`src/rtl/core/srle_pkg.sv`:
```
// Package for the sprite row run-length encoder.
// Holds shared sizes, register indexes, mode codes and the command and status
// structs used between the controller and the datapath. No dependencies.
package srle_pkg;

   localparam int MAX_WIDTH  = 4096;
   localparam int MAX_HEIGHT = 4096;
   localparam int RUN_MAX    = 127;

   localparam int SIZE_W  = 13;
   localparam int INDEX_W = 12;
   localparam int RUN_W   = 7;
   localparam int WORD_W  = 16;
   localparam int CSR_W   = 16;
   localparam int CSR_IDX_W = 3;

   localparam logic [CSR_IDX_W-1:0] CSR_ENCODE_MODE     = 3'd0;
   localparam logic [CSR_IDX_W-1:0] CSR_KEY_COLOR       = 3'd1;
   localparam logic [CSR_IDX_W-1:0] CSR_GREEN_FIVE_BITS = 3'd2;
   localparam logic [CSR_IDX_W-1:0] CSR_IMAGE_WIDTH     = 3'd3;
   localparam logic [CSR_IDX_W-1:0] CSR_IMAGE_HEIGHT    = 3'd4;

   localparam logic [1:0] MODE_KEYED   = 2'd0;
   localparam logic [1:0] MODE_OPAQUE  = 2'd1;
   localparam logic [1:0] MODE_PREMULT = 2'd2;
   localparam logic [1:0] MODE_INVERSE = 2'd3;

   typedef enum logic [2:0] {
      BSEL_COUNT     = 3'd0,
      BSEL_LO        = 3'd1,
      BSEL_HI        = 3'd2,
      BSEL_ZERO      = 3'd3,
      BSEL_EMPTY_ROW = 3'd4
   } byte_sel_type;

   typedef struct packed {
      logic         load_pixel;
      logic         store;
      logic         flush_start;
      logic         idx_inc;
      logic         run_clear;
      logic         push;
      byte_sel_type byte_sel;
      logic         col_inc;
      logic         row_end;
      logic         final_emit;
   } cmd_type;

   typedef struct packed {
      logic run_len_zero;
      logic class_differs;
      logic run_will_fill;
      logic run_literal;
      logic end_of_row;
      logic empty_row;
      logic idx_last;
      logic mode_inverse;
      logic byte_ok;
      logic out_free;
      logic pack_empty;
   } status_type;

endpackage

```
`src/rtl/core/srle_if.sv`:
```
// Channel interfaces for the sprite row run-length encoder.
// The pixel channel and the result channel; no dependencies.
interface srle_pix_if;
   logic        valid;
   logic        ready;
   logic [31:0] pixel;
   modport source (output valid, output pixel, input ready);
   modport sink   (input valid, input pixel, output ready);
endinterface

interface srle_out_if;
   logic        valid;
   logic        ready;
   logic [31:0] out_bytes;
   logic [2:0]  byte_count;
   logic        last_of_item;
   logic        image_done;
   logic [31:0] body_size;
   modport source (output valid, output out_bytes, output byte_count, output last_of_item,
                   output image_done, output body_size, input ready);
   modport sink   (input valid, input out_bytes, input byte_count, input last_of_item,
                   input image_done, input body_size, output ready);
endinterface

```
`src/rtl/core/srle_datapath.sv`:
```
// Datapath of the sprite row run-length encoder: configuration registers,
// pixel classing, run store memory, byte packer and output register.
// Depends on srle_pkg; driven by srle_controller through cmd_type.
module srle_datapath
   import srle_pkg::*;
(
   input  logic                 clock,
   input  logic                 reset,
   input  logic                 csr_write_enable,
   input  logic [CSR_IDX_W-1:0] csr_index,
   input  logic [CSR_W-1:0]     csr_write_data,
   input  logic [31:0]          pixel,
   input  logic                 out_ready,
   input  cmd_type              cmd,
   output status_type           status,
   output logic                 out_valid,
   output logic [31:0]          out_bytes,
   output logic [2:0]           out_count,
   output logic                 out_last,
   output logic                 out_done,
   output logic [31:0]          out_body
);

   logic [1:0]        mode_ff;
   logic [WORD_W-1:0] key_ff;
   logic              g5_ff;
   logic [SIZE_W-1:0] width_ff, height_ff;

   logic              lit_ff;
   logic [WORD_W-1:0] word_ff;
   logic [INDEX_W-1:0] col_ff, row_ff;
   logic              done_ff;
   logic [RUN_W-1:0]  run_len_ff, idx_ff, idx_in;
   logic              run_lit_ff, started_ff;
   logic [WORD_W-1:0] mem [RUN_MAX];
   logic [WORD_W-1:0] rd_ff;

   logic [31:0] pack_ff;
   logic [2:0]  pack_cnt_ff;
   logic [31:0] body_ff;

   logic              out_valid_ff, out_last_ff, out_done_ff;
   logic [31:0]       out_bytes_ff, out_body_ff;
   logic [2:0]        out_count_ff;

   // Exact floor(v/63) for v below 4032: one correction step.
   function automatic logic [5:0] div63(input logic [11:0] v);
      logic [5:0] q0;
      logic [6:0] r;
      q0 = v[11:6];
      r  = {1'b0, v[5:0]} + {1'b0, q0};
      div63 = q0 + {5'd0, (r >= 7'd63)};
   endfunction

   logic [SIZE_W-1:0] w_eff, h_eff;
   always_comb begin
      if (width_ff == '0) w_eff = SIZE_W'(1);
      else if (width_ff > SIZE_W'(MAX_WIDTH)) w_eff = SIZE_W'(MAX_WIDTH);
      else w_eff = width_ff;
      if (height_ff == '0) h_eff = SIZE_W'(1);
      else if (height_ff > SIZE_W'(MAX_HEIGHT)) h_eff = SIZE_W'(MAX_HEIGHT);
      else h_eff = height_ff;
   end

   // Pixel classing and literal word.
   logic [5:0]  alpha;
   logic [4:0]  r5, b5;
   logic [5:0]  g6;
   logic [5:0]  rs, gs, bs;
   logic        lit_in;
   logic [WORD_W-1:0] word_in;
   always_comb begin
      alpha = pixel[31:26];
      r5 = pixel[23:19];
      b5 = pixel[7:3];
      g6 = g5_ff ? {1'b0, pixel[15:11]} : pixel[15:10];
      rs = {1'b0, r5};
      gs = g6;
      bs = {1'b0, b5};
      if (mode_ff == MODE_PREMULT) begin
         rs = div63(12'({6'd0, rs} * {6'd0, alpha}));
         gs = div63(12'({6'd0, gs} * {6'd0, alpha}));
         bs = div63(12'({6'd0, bs} * {6'd0, alpha}));
      end
      case (mode_ff)
         MODE_KEYED:  lit_in = pixel[15:0] != key_ff;
         MODE_OPAQUE: lit_in = alpha == 6'd63;
         default:     lit_in = (alpha != 6'd0) && (alpha != 6'd63);
      endcase
      case (mode_ff)
         MODE_KEYED:   word_in = pixel[15:0];
         MODE_INVERSE: word_in = {10'd0, 6'd63 - alpha};
         default: begin
            if (g5_ff) word_in = {1'b0, rs[4:0], gs[4:0], bs[4:0]};
            else       word_in = {rs[4:0], gs, bs[4:0]};
         end
      endcase
   end

   always_ff @(posedge clock) begin
      if (reset) begin
         mode_ff   <= MODE_KEYED;
         key_ff    <= '0;
         g5_ff     <= 1'b0;
         width_ff  <= SIZE_W'(1);
         height_ff <= SIZE_W'(1);
      end else if (csr_write_enable) begin
         case (csr_index)
            CSR_ENCODE_MODE:     mode_ff   <= csr_write_data[1:0];
            CSR_KEY_COLOR:       key_ff    <= csr_write_data;
            CSR_GREEN_FIVE_BITS: g5_ff     <= csr_write_data[0];
            CSR_IMAGE_WIDTH:     width_ff  <= csr_write_data[SIZE_W-1:0];
            CSR_IMAGE_HEIGHT:    height_ff <= csr_write_data[SIZE_W-1:0];
            default: ;
         endcase
      end
   end

   always_ff @(posedge clock) begin
      if (cmd.load_pixel) begin
         lit_ff  <= lit_in;
         word_ff <= word_in;
      end
   end

   // Run store: write at the run length, read at the flush index.
   always_comb begin
      idx_in = idx_ff;
      if (cmd.flush_start) idx_in = '0;
      else if (cmd.idx_inc) idx_in = idx_ff + RUN_W'(1);
   end

   always_ff @(posedge clock) begin
      if (cmd.store) mem[run_len_ff] <= word_ff;
      rd_ff <= mem[idx_in];
   end

   logic [SIZE_W-1:0] col_next, row_next;
   assign col_next = {1'b0, col_ff} + SIZE_W'(1);
   assign row_next = {1'b0, row_ff} + SIZE_W'(1);

   always_ff @(posedge clock) begin
      if (reset) begin
         col_ff     <= '0;
         row_ff     <= '0;
         done_ff    <= 1'b0;
         run_len_ff <= '0;
         run_lit_ff <= 1'b0;
         started_ff <= 1'b0;
         idx_ff     <= '0;
      end else begin
         idx_ff <= idx_in;
         if (cmd.load_pixel) done_ff <= 1'b0;
         if (cmd.store) begin
            if (run_len_ff == '0) begin
               run_lit_ff <= lit_ff;
               started_ff <= col_ff == '0;
            end
            run_len_ff <= run_len_ff + RUN_W'(1);
         end
         if (cmd.run_clear) run_len_ff <= '0;
         if (cmd.col_inc) col_ff <= col_next[INDEX_W-1:0];
         if (cmd.row_end) begin
            col_ff <= '0;
            if (row_next >= h_eff) begin
               row_ff  <= '0;
               done_ff <= 1'b1;
            end else begin
               row_ff <= row_next[INDEX_W-1:0];
            end
         end
      end
   end

   // Byte packer and output register.
   logic [7:0]  push_byte;
   logic        out_free;
   logic [32:0] body_sum;
   logic [31:0] body_sat;
   always_comb begin
      case (cmd.byte_sel)
         BSEL_COUNT:     push_byte = {run_lit_ff, run_len_ff};
         BSEL_LO:        push_byte = rd_ff[7:0];
         BSEL_HI:        push_byte = rd_ff[15:8];
         BSEL_EMPTY_ROW: push_byte = 8'h80;
         default:        push_byte = 8'h00;
      endcase
      out_free = !out_valid_ff || out_ready;
      body_sum = {1'b0, body_ff} + {30'd0, pack_cnt_ff};
      body_sat = body_sum[32] ? 32'hFFFF_FFFF : body_sum[31:0];
   end

   logic emit_full, emit_final;
   assign emit_full  = cmd.push && (pack_cnt_ff == 3'd4);
   assign emit_final = cmd.final_emit && (pack_cnt_ff != 3'd0);

   always_ff @(posedge clock) begin
      if (reset) begin
         pack_ff      <= '0;
         pack_cnt_ff  <= '0;
         body_ff      <= '0;
         out_valid_ff <= 1'b0;
      end else begin
         if (emit_full || emit_final) begin
            out_valid_ff <= 1'b1;
            out_bytes_ff <= pack_ff;
            out_count_ff <= pack_cnt_ff;
            out_last_ff  <= emit_final;
            out_done_ff  <= emit_final && done_ff;
            out_body_ff  <= body_sat;
            // The byte count starts over once the image is complete.
            body_ff      <= (emit_final && done_ff) ? '0 : body_sat;
         end else if (out_valid_ff && out_ready) begin
            out_valid_ff <= 1'b0;
         end
         if (cmd.push) begin
            if (pack_cnt_ff == 3'd4) begin
               pack_ff     <= {24'd0, push_byte};
               pack_cnt_ff <= 3'd1;
            end else begin
               pack_ff[{pack_cnt_ff[1:0], 3'b000} +: 8] <= push_byte;
               pack_cnt_ff <= pack_cnt_ff + 3'd1;
            end
         end
         if (cmd.final_emit) begin
            pack_ff     <= '0;
            pack_cnt_ff <= '0;
         end
      end
   end

   always_comb begin
      status.run_len_zero  = run_len_ff == '0;
      status.class_differs = lit_ff != run_lit_ff;
      status.run_will_fill = run_len_ff == RUN_W'(RUN_MAX - 1);
      status.run_literal   = run_lit_ff;
      status.end_of_row    = col_next >= w_eff;
      status.empty_row     = (run_len_ff != '0) && !run_lit_ff && started_ff
                             && (w_eff < SIZE_W'(RUN_MAX));
      status.idx_last      = (idx_ff + RUN_W'(1)) == run_len_ff;
      status.mode_inverse  = mode_ff == MODE_INVERSE;
      status.byte_ok       = (pack_cnt_ff != 3'd4) || out_free;
      status.out_free      = out_free;
      status.pack_empty    = pack_cnt_ff == 3'd0;
   end

   assign out_valid = out_valid_ff;
   assign out_bytes = out_bytes_ff;
   assign out_count = out_count_ff;
   assign out_last  = out_last_ff;
   assign out_done  = out_done_ff;
   assign out_body  = out_body_ff;

endmodule

```
`src/rtl/core/srle_controller.sv`:
```
// Controller of the sprite row run-length encoder: sequences classing, run
// storage, run flushes, end-of-row bytes and the final result of each item.
// Depends on srle_pkg; commands srle_datapath through cmd_type.
module srle_controller
   import srle_pkg::*;
(
   input  logic       clock,
   input  logic       reset,
   input  logic       in_valid,
   output logic       in_ready,
   input  status_type status,
   output cmd_type    cmd
);

   typedef enum logic [8:0] {
      ST_IDLE  = 9'b000000001,
      ST_CHECK = 9'b000000010,
      ST_STORE = 9'b000000100,
      ST_EOR   = 9'b000001000,
      ST_ZERO  = 9'b000010000,
      ST_FINAL = 9'b000100000,
      ST_F_CNT = 9'b001000000,
      ST_F_LO  = 9'b010000000,
      ST_F_HI  = 9'b100000000
   } state_type;

   state_type state_ff, state_in, ret_ff, ret_in;
   logic      sel128_ff, sel128_in;

   always_comb begin
      state_in  = state_ff;
      ret_in    = ret_ff;
      sel128_in = sel128_ff;
      cmd       = '0;
      cmd.byte_sel = BSEL_ZERO;
      in_ready  = 1'b0;
      case (state_ff)
         ST_IDLE: begin
            in_ready = 1'b1;
            if (in_valid) begin
               cmd.load_pixel = 1'b1;
               state_in = ST_CHECK;
            end
         end
         ST_CHECK: begin
            if (!status.run_len_zero && status.class_differs) begin
               cmd.flush_start = 1'b1;
               ret_in   = ST_STORE;
               state_in = ST_F_CNT;
            end else begin
               state_in = ST_STORE;
            end
         end
         ST_STORE: begin
            cmd.store = 1'b1;
            if (status.run_will_fill) begin
               cmd.flush_start = 1'b1;
               ret_in   = ST_EOR;
               state_in = ST_F_CNT;
            end else begin
               state_in = ST_EOR;
            end
         end
         ST_EOR: begin
            sel128_in = 1'b0;
            if (!status.end_of_row) begin
               cmd.col_inc = 1'b1;
               state_in = ST_FINAL;
            end else if (status.empty_row) begin
               // A wholly transparent narrow row collapses to one marker byte.
               cmd.run_clear = 1'b1;
               sel128_in = 1'b1;
               state_in  = ST_ZERO;
            end else if (!status.run_len_zero) begin
               cmd.flush_start = 1'b1;
               ret_in   = ST_ZERO;
               state_in = ST_F_CNT;
            end else begin
               state_in = ST_ZERO;
            end
         end
         ST_ZERO: begin
            if (status.byte_ok) begin
               cmd.push     = 1'b1;
               cmd.byte_sel = sel128_ff ? BSEL_EMPTY_ROW : BSEL_ZERO;
               cmd.row_end  = 1'b1;
               state_in = ST_FINAL;
            end
         end
         ST_FINAL: begin
            if (status.pack_empty || status.out_free) begin
               cmd.final_emit = 1'b1;
               state_in = ST_IDLE;
            end
         end
         ST_F_CNT: begin
            if (status.byte_ok) begin
               cmd.push     = 1'b1;
               cmd.byte_sel = BSEL_COUNT;
               if (status.run_literal) begin
                  state_in = ST_F_LO;
               end else begin
                  cmd.run_clear = 1'b1;
                  state_in = ret_ff;
               end
            end
         end
         ST_F_LO: begin
            if (status.byte_ok) begin
               cmd.push     = 1'b1;
               cmd.byte_sel = BSEL_LO;
               if (!status.mode_inverse) begin
                  state_in = ST_F_HI;
               end else if (status.idx_last) begin
                  cmd.run_clear = 1'b1;
                  state_in = ret_ff;
               end else begin
                  cmd.idx_inc = 1'b1;
               end
            end
         end
         ST_F_HI: begin
            if (status.byte_ok) begin
               cmd.push     = 1'b1;
               cmd.byte_sel = BSEL_HI;
               if (status.idx_last) begin
                  cmd.run_clear = 1'b1;
                  state_in = ret_ff;
               end else begin
                  cmd.idx_inc = 1'b1;
                  state_in = ST_F_LO;
               end
            end
         end
         default: state_in = ST_IDLE;
      endcase
   end

   always_ff @(posedge clock) begin
      if (reset) begin
         state_ff  <= ST_IDLE;
         ret_ff    <= ST_IDLE;
         sel128_ff <= 1'b0;
      end else begin
         state_ff  <= state_in;
         ret_ff    <= ret_in;
         sel128_ff <= sel128_in;
      end
   end

endmodule

```
`src/rtl/core/sprite_row_rle_encoder.sv`:
```
// Sprite row run-length encoder, one pixel item at a time.
// An item that flushes no run and ends no row passes through accept, check,
// store, row check and finish; a run flush or row end adds the push of each of its
// bytes, and the full packer waits on the output. A full packed word is moved to
// the output register when the next byte is pushed or the item finishes.
// Synchronous active-high reset clears control state; the run store holds
// no reset value and only entries written in the current run are read.
module sprite_row_rle_encoder
   import srle_pkg::*;
(
   input  logic                 clock,
   input  logic                 reset,
   srle_pix_if.sink             req_ch,
   srle_out_if.source           rsp_ch,
   input  logic                 csr_write_enable,
   input  logic [CSR_IDX_W-1:0] csr_index,
   input  logic [CSR_W-1:0]     csr_write_data
);

   cmd_type    cmd;
   status_type status;

   srle_controller u_ctrl (
      .clock    (clock),
      .reset    (reset),
      .in_valid (req_ch.valid),
      .in_ready (req_ch.ready),
      .status   (status),
      .cmd      (cmd)
   );

   srle_datapath u_dp (
      .clock            (clock),
      .reset            (reset),
      .csr_write_enable (csr_write_enable),
      .csr_index        (csr_index),
      .csr_write_data   (csr_write_data),
      .pixel            (req_ch.pixel),
      .out_ready        (rsp_ch.ready),
      .cmd              (cmd),
      .status           (status),
      .out_valid        (rsp_ch.valid),
      .out_bytes        (rsp_ch.out_bytes),
      .out_count        (rsp_ch.byte_count),
      .out_last         (rsp_ch.last_of_item),
      .out_done         (rsp_ch.image_done),
      .out_body         (rsp_ch.body_size)
   );

endmodule

```
`src/flat_wrapper.sv`:
```
// flat-port wrapper written by rule: the top's interface ports become plain ports
module sprite_row_rle_encoder_flat import srle_pkg::*;
  (clock, reset, csr_write_enable, csr_index, csr_write_data, req_ch_valid, req_ch_pixel, req_ch_ready, rsp_ch_valid, rsp_ch_out_bytes, rsp_ch_byte_count, rsp_ch_last_of_item, rsp_ch_image_done, rsp_ch_body_size, rsp_ch_ready);
  srle_pix_if req_ch_i ();
  srle_out_if rsp_ch_i ();
  input  logic clock;
  input  logic reset;
  input  logic csr_write_enable;
  input  logic [CSR_IDX_W-1:0] csr_index;
  input  logic [CSR_W-1:0] csr_write_data;
  input wire logic [$bits(req_ch_i.valid)-1:0] req_ch_valid;
  input wire logic [$bits(req_ch_i.pixel)-1:0] req_ch_pixel;
  output wire logic [$bits(req_ch_i.ready)-1:0] req_ch_ready;
  output wire logic [$bits(rsp_ch_i.valid)-1:0] rsp_ch_valid;
  output wire logic [$bits(rsp_ch_i.out_bytes)-1:0] rsp_ch_out_bytes;
  output wire logic [$bits(rsp_ch_i.byte_count)-1:0] rsp_ch_byte_count;
  output wire logic [$bits(rsp_ch_i.last_of_item)-1:0] rsp_ch_last_of_item;
  output wire logic [$bits(rsp_ch_i.image_done)-1:0] rsp_ch_image_done;
  output wire logic [$bits(rsp_ch_i.body_size)-1:0] rsp_ch_body_size;
  input wire logic [$bits(rsp_ch_i.ready)-1:0] rsp_ch_ready;
  assign req_ch_i.valid = req_ch_valid;
  assign req_ch_i.pixel = req_ch_pixel;
  assign req_ch_ready = req_ch_i.ready;
  assign rsp_ch_valid = rsp_ch_i.valid;
  assign rsp_ch_out_bytes = rsp_ch_i.out_bytes;
  assign rsp_ch_byte_count = rsp_ch_i.byte_count;
  assign rsp_ch_last_of_item = rsp_ch_i.last_of_item;
  assign rsp_ch_image_done = rsp_ch_i.image_done;
  assign rsp_ch_body_size = rsp_ch_i.body_size;
  assign rsp_ch_i.ready = rsp_ch_ready;
  sprite_row_rle_encoder u_core (.clock(clock), .reset(reset), .req_ch(req_ch_i), .rsp_ch(rsp_ch_i), .csr_write_enable(csr_write_enable), .csr_index(csr_index), .csr_write_data(csr_write_data));
endmodule
```
`config.mk`:
```
export PLATFORM = sky130hd
export DESIGN_NAME = sprite_row_rle_encoder_flat
export DESIGN_NICKNAME = d
export VERILOG_FILES = /design/src/rtl/core/srle_pkg.sv /design/src/rtl/core/srle_if.sv /design/src/rtl/core/srle_datapath.sv /design/src/rtl/core/srle_controller.sv /design/src/rtl/core/sprite_row_rle_encoder.sv /design/src/flat_wrapper.sv
export SDC_FILE = /design/constraint.sdc
export NUM_CORES = 2
export LEC_CHECK = 0
export BUFFER_PORTS_ARGS = -buffer_cell sky130_fd_sc_hd__buf_2
export CAP_MARGIN = 10
export CORE_ASPECT_RATIO = 1.4
export CORE_MARGIN = 2
export CORE_UTILIZATION = 30
export CTS_BUF_LIST = sky130_fd_sc_hd__clkbuf_8
export DETAILED_ROUTE_END_ITERATION = 8
export GPL_ROUTABILITY_DRIVEN = 0
export MAX_ROUTING_LAYER = met4
export PLACE_DENSITY = 0.42
export SYNTH_ARGS = -nofsm -noshare
export SYNTH_HDL_FRONTEND = slang
export SYNTH_SLANG_ARGS = --single-unit
```
`constraint.sdc`:
```
create_clock -name clock -period 6.67 [get_ports clock]
set_input_delay 1.0005 -clock clock [delete_from_list [all_inputs] [get_ports clock]]
set_output_delay 1.0005 -clock clock [all_outputs]
set_load 0.03 [all_outputs]
```
==> results_dict.tcl <==
set metrics [dict create \
    dieHeight_um 671.1 \
    hold_violations 0 \
    max_freq_ghz 0.1595 \
    yosys-top-cells-area "edfxtp_1, nand2_1, dfxtp_1, a21oi_1, mux2i_1" \
    finalNetCount 8023 \
    min_from "csr_write_data[14]" \
    core_area_mm2 0.3160 \
    insertion_delay_ns 1.03 \
    status "complete, no violations" \
    die-area_mm2 0.3224 \
    antenna_found_initial 10 \
    grt_pass1_wl_um 507900 \
    worstMarginPinSlew_ns 1.237 \
    start_kind "flop" \
    grt_pass1_vias 65048 \
    hold_path_class "in2reg" \
    grt_usage 0.2260 \
    async_flop_share 0 \
    start_util 0.3018 \
    ys_warn_count 0 \
    fin_crit_ns 6.268 \
    report.final.setup_viol 0 \
    drcViolationCount 0 \
    synth_nets 7324 \
    ir_drop_mv 0.1465 \
    clk_pin_slew_ns 0.06 \
    drive_above_1_share 0.1705 \
    area_growth_pct 17.69 \
    holdWs_ns 0.2144 \
    cts_tree "done" \
    worst_ep_arrival_time_ns 7.00 \
    hpwl_um 235300 \
    port_buffers 121 \
    clockRootBuffer "clkbuf_8" \
    dr.pass1.iters 5 \
    via_per_inst 5.288 \
    ioPinCount 127 \
    r2r_cells 26 \
    clock-sinks 2302 \
    grt_start_max_net_pins 128 \
    drtAntennaViolNets 0 \
    power_density_mw_per_mm2 266.0 \
    cts_made_buffers 369 \
    drt-total-wl_um 363500 \
    rows 244 \
    netlist-cell-type-count 92 \
    finalWorstSetupSlack_ns 0.4016 \
    hold_path_depth 3 \
    yosysTopAreaCellShare 0.6670 \
    ys_ff_latch 2302 \
    syn-cell-area_mm2 0.09535 \
    htree_levels 5 \
    path_max_fanout 7 \
    ff2ff_setup_slack_ns 0.40 \
    synthFlopType "edfxtp_1" \
    drv_cap 0 \
    hold_end "u_core.u_dp.key_ff[14]$_SDFFE_PP0P_" \
    leakage_nw 37.97 \
    fillers 30938 \
    final_cell_mix "edfxtp_1, nand2_1, buf_4" \
    wire_per_inst_um 29.58 \
    final_common_cell "edfxtp_1" \
    regToRegStartpoint "u_core.u_dp.g5_ff$_SDFFE_PP0P_" \
    ys_seq_area_frac 0.7056 \
    die_w_um 480.5 \
    timing.rr.end "u_core.u_dp.word_ff[10]$_DFFE_PP_" \
    clock_path_buffers 4 \
    end_kind "flop" \
    criticalPathCategory "reg2reg" \
    required_ns 7.40 \
    overflow 0 \
    drtIter0Drc 5689 \
    syn_area_per_cell_um2 13.42 \
    yosysTopAreaCell "edfxtp_1" \
    period_share 0.9398 \
    netlist_instances 7103 \
    skew_ns 0.06068 \
    num_vias 64980 \
    pre_cts_ws_ns -0.2679 \
    relSlewSlack 0.1735 \
    rsz0062_at_grt "no" \
    synth-edff-count 2118 \
    slew_violations 0 \
]
==> sequential cells by signal, indices dropped and copies added, names as in the netlist, 13 cells and up <==
register	count
u_core.u_dp.out_bytes	32
u_core.u_dp.pack_ff	32
u_core.u_dp.out_body	32
u_core.u_dp.key_ff	16
u_core.u_dp.mem	2032
u_core.u_dp.body_ff	32
u_core.u_dp.height_ff	13
u_core.u_dp.width_ff	13
u_core.u_dp.rd_ff	16
u_core.u_dp.word_ff	16
==> worst max-delay path, cell delays in order, from the launching register on <==
cell	delay, ns
dfxtp_2	0.43
buf_4	0.16
mux2_2	0.36
nand2_1	0.09
fa_1	0.44
fa_1	0.46
fa_1	0.50
inv_1	0.04
ha_1	0.27
nor2b_1	0.13
o21ai_0	0.21
a21boi_0	0.15
nor2_1	0.28
ha_1	0.29
a21oi_1	0.15
o21ai_0	0.13
a21o_1	0.20
a21oi_1	0.17
xor2_1	0.08
o311ai_0	0.41
ha_1	0.24
and3_1	0.17
nand3_1	0.10
xor2_1	0.17
a211o_1	0.14
o21ai_0	0.07
a22o_1	0.19
==> routing by layer <==
| layer | up-vias | global-route usage | wire length, µm |
|---|---|---|---|
| met5 | - | - | 0 |
| li1 | 28556 | - | - |
| met4 | 0 | 0.09247 | 16370 |
| met2 | 2131 | 0.3925 | 186500 |
| met3 | 595 | 0.03091 | 18250 |
| met1 | 33698 | 0.2614 | 142300 |
==> cells by family after synthesis <==
logic type,Yosys count,share of synthesized area
AOI/OAI and AO/OA,1568,0.1081
xor gates and xnor gates,143,0.01357
DFF,2302,0.7056
adders and majority gates,167,0.02532
and+or+nand+nor,2176,0.1008
buffers and inverters,547,0.02526
muxes,200,0.02134
==> worst max path at each step <==
stage                                   endpoint                          startpoint  cells past startpoint
5_1_grt        u_core.u_dp.word_ff[10]$_DFFE_PP_      u_core.u_dp.g5_ff$_SDFFE_PP0P_                     27
4_1_cts             u_core.u_dp.rd_ff[5]$_DFF_P_  u_core.u_dp.col_ff[0]$_SDFFE_PP0P_                     21
2_1_floorplan  u_core.u_dp.word_ff[10]$_DFFE_PP_                    req_ch_pixel[15]                     26
3_5_place_dp   u_core.u_dp.word_ff[10]$_DFFE_PP_                    req_ch_pixel[15]                     27
3_3_place_gp   u_core.u_dp.word_ff[10]$_DFFE_PP_                    req_ch_pixel[15]                     29
6_report       u_core.u_dp.word_ff[10]$_DFFE_PP_      u_core.u_dp.g5_ff$_SDFFE_PP0P_                     26
==> per-stage QoR <==
step	std cells	cell area (µm²)	setup TNS [ns]	total power, mW	util
after CTS	12278	112200	0	30.15	0.3551
final	12288	112200	0	29.85	0.3552
after global placement	11613	105400	-0.7968	18.54	0.3337
after detailed placement	11613	105400	-0.6663	18.56	0.3337
after global routing	12281	112200	0	30.89	0.3551
after floorplan	7103	95350	0	17.63	-
==> report_power, final <==
group	switching, mW	total [mW]	internal (mW)
logic	1.39	2.01	0.617
clock network	5.85	11.6	5.76
registers	0.0447	16.2	16.2
total	7.28	29.9	22.6
==> cell type report <==
type                            count  area [µm²]  share of cell area
Timing Repair Buffer              780        6544             0.05831
Clock inverter                    278        1439             0.01282
Clock buffer                      387        5326             0.04746
Inverter                           95       356.6            0.003177
Antenna cell                       10       25.02           0.0002230
Tap cell                         4182        5233             0.04662
Sequential cell                  2302       67290              0.5996
Multi-Input combinational cell   4254       26020              0.2318
==> Yosys cell counts, types with 126 or more instances <==
master / count
a22oi_1: 126
mux2i_1: 183
a21oi_1: 428
dfxtp_1: 184
o221ai_1: 191
edfxtp_1: 2118
buf_2: 173
o22ai_1: 202
a31oi_1: 145
nand3_1: 291
nand2_1: 1075
nor2_1: 398
o21ai_0: 165
clkbuf_1: 213
==> what timing repair did <==
action	CTS	global route
setup endpoints to repair	0	9
setup buffers	0	0
hold buffers	0	0
gates resized for setup	0	2
No activity file was read; power rests on OpenSTA's default activity.
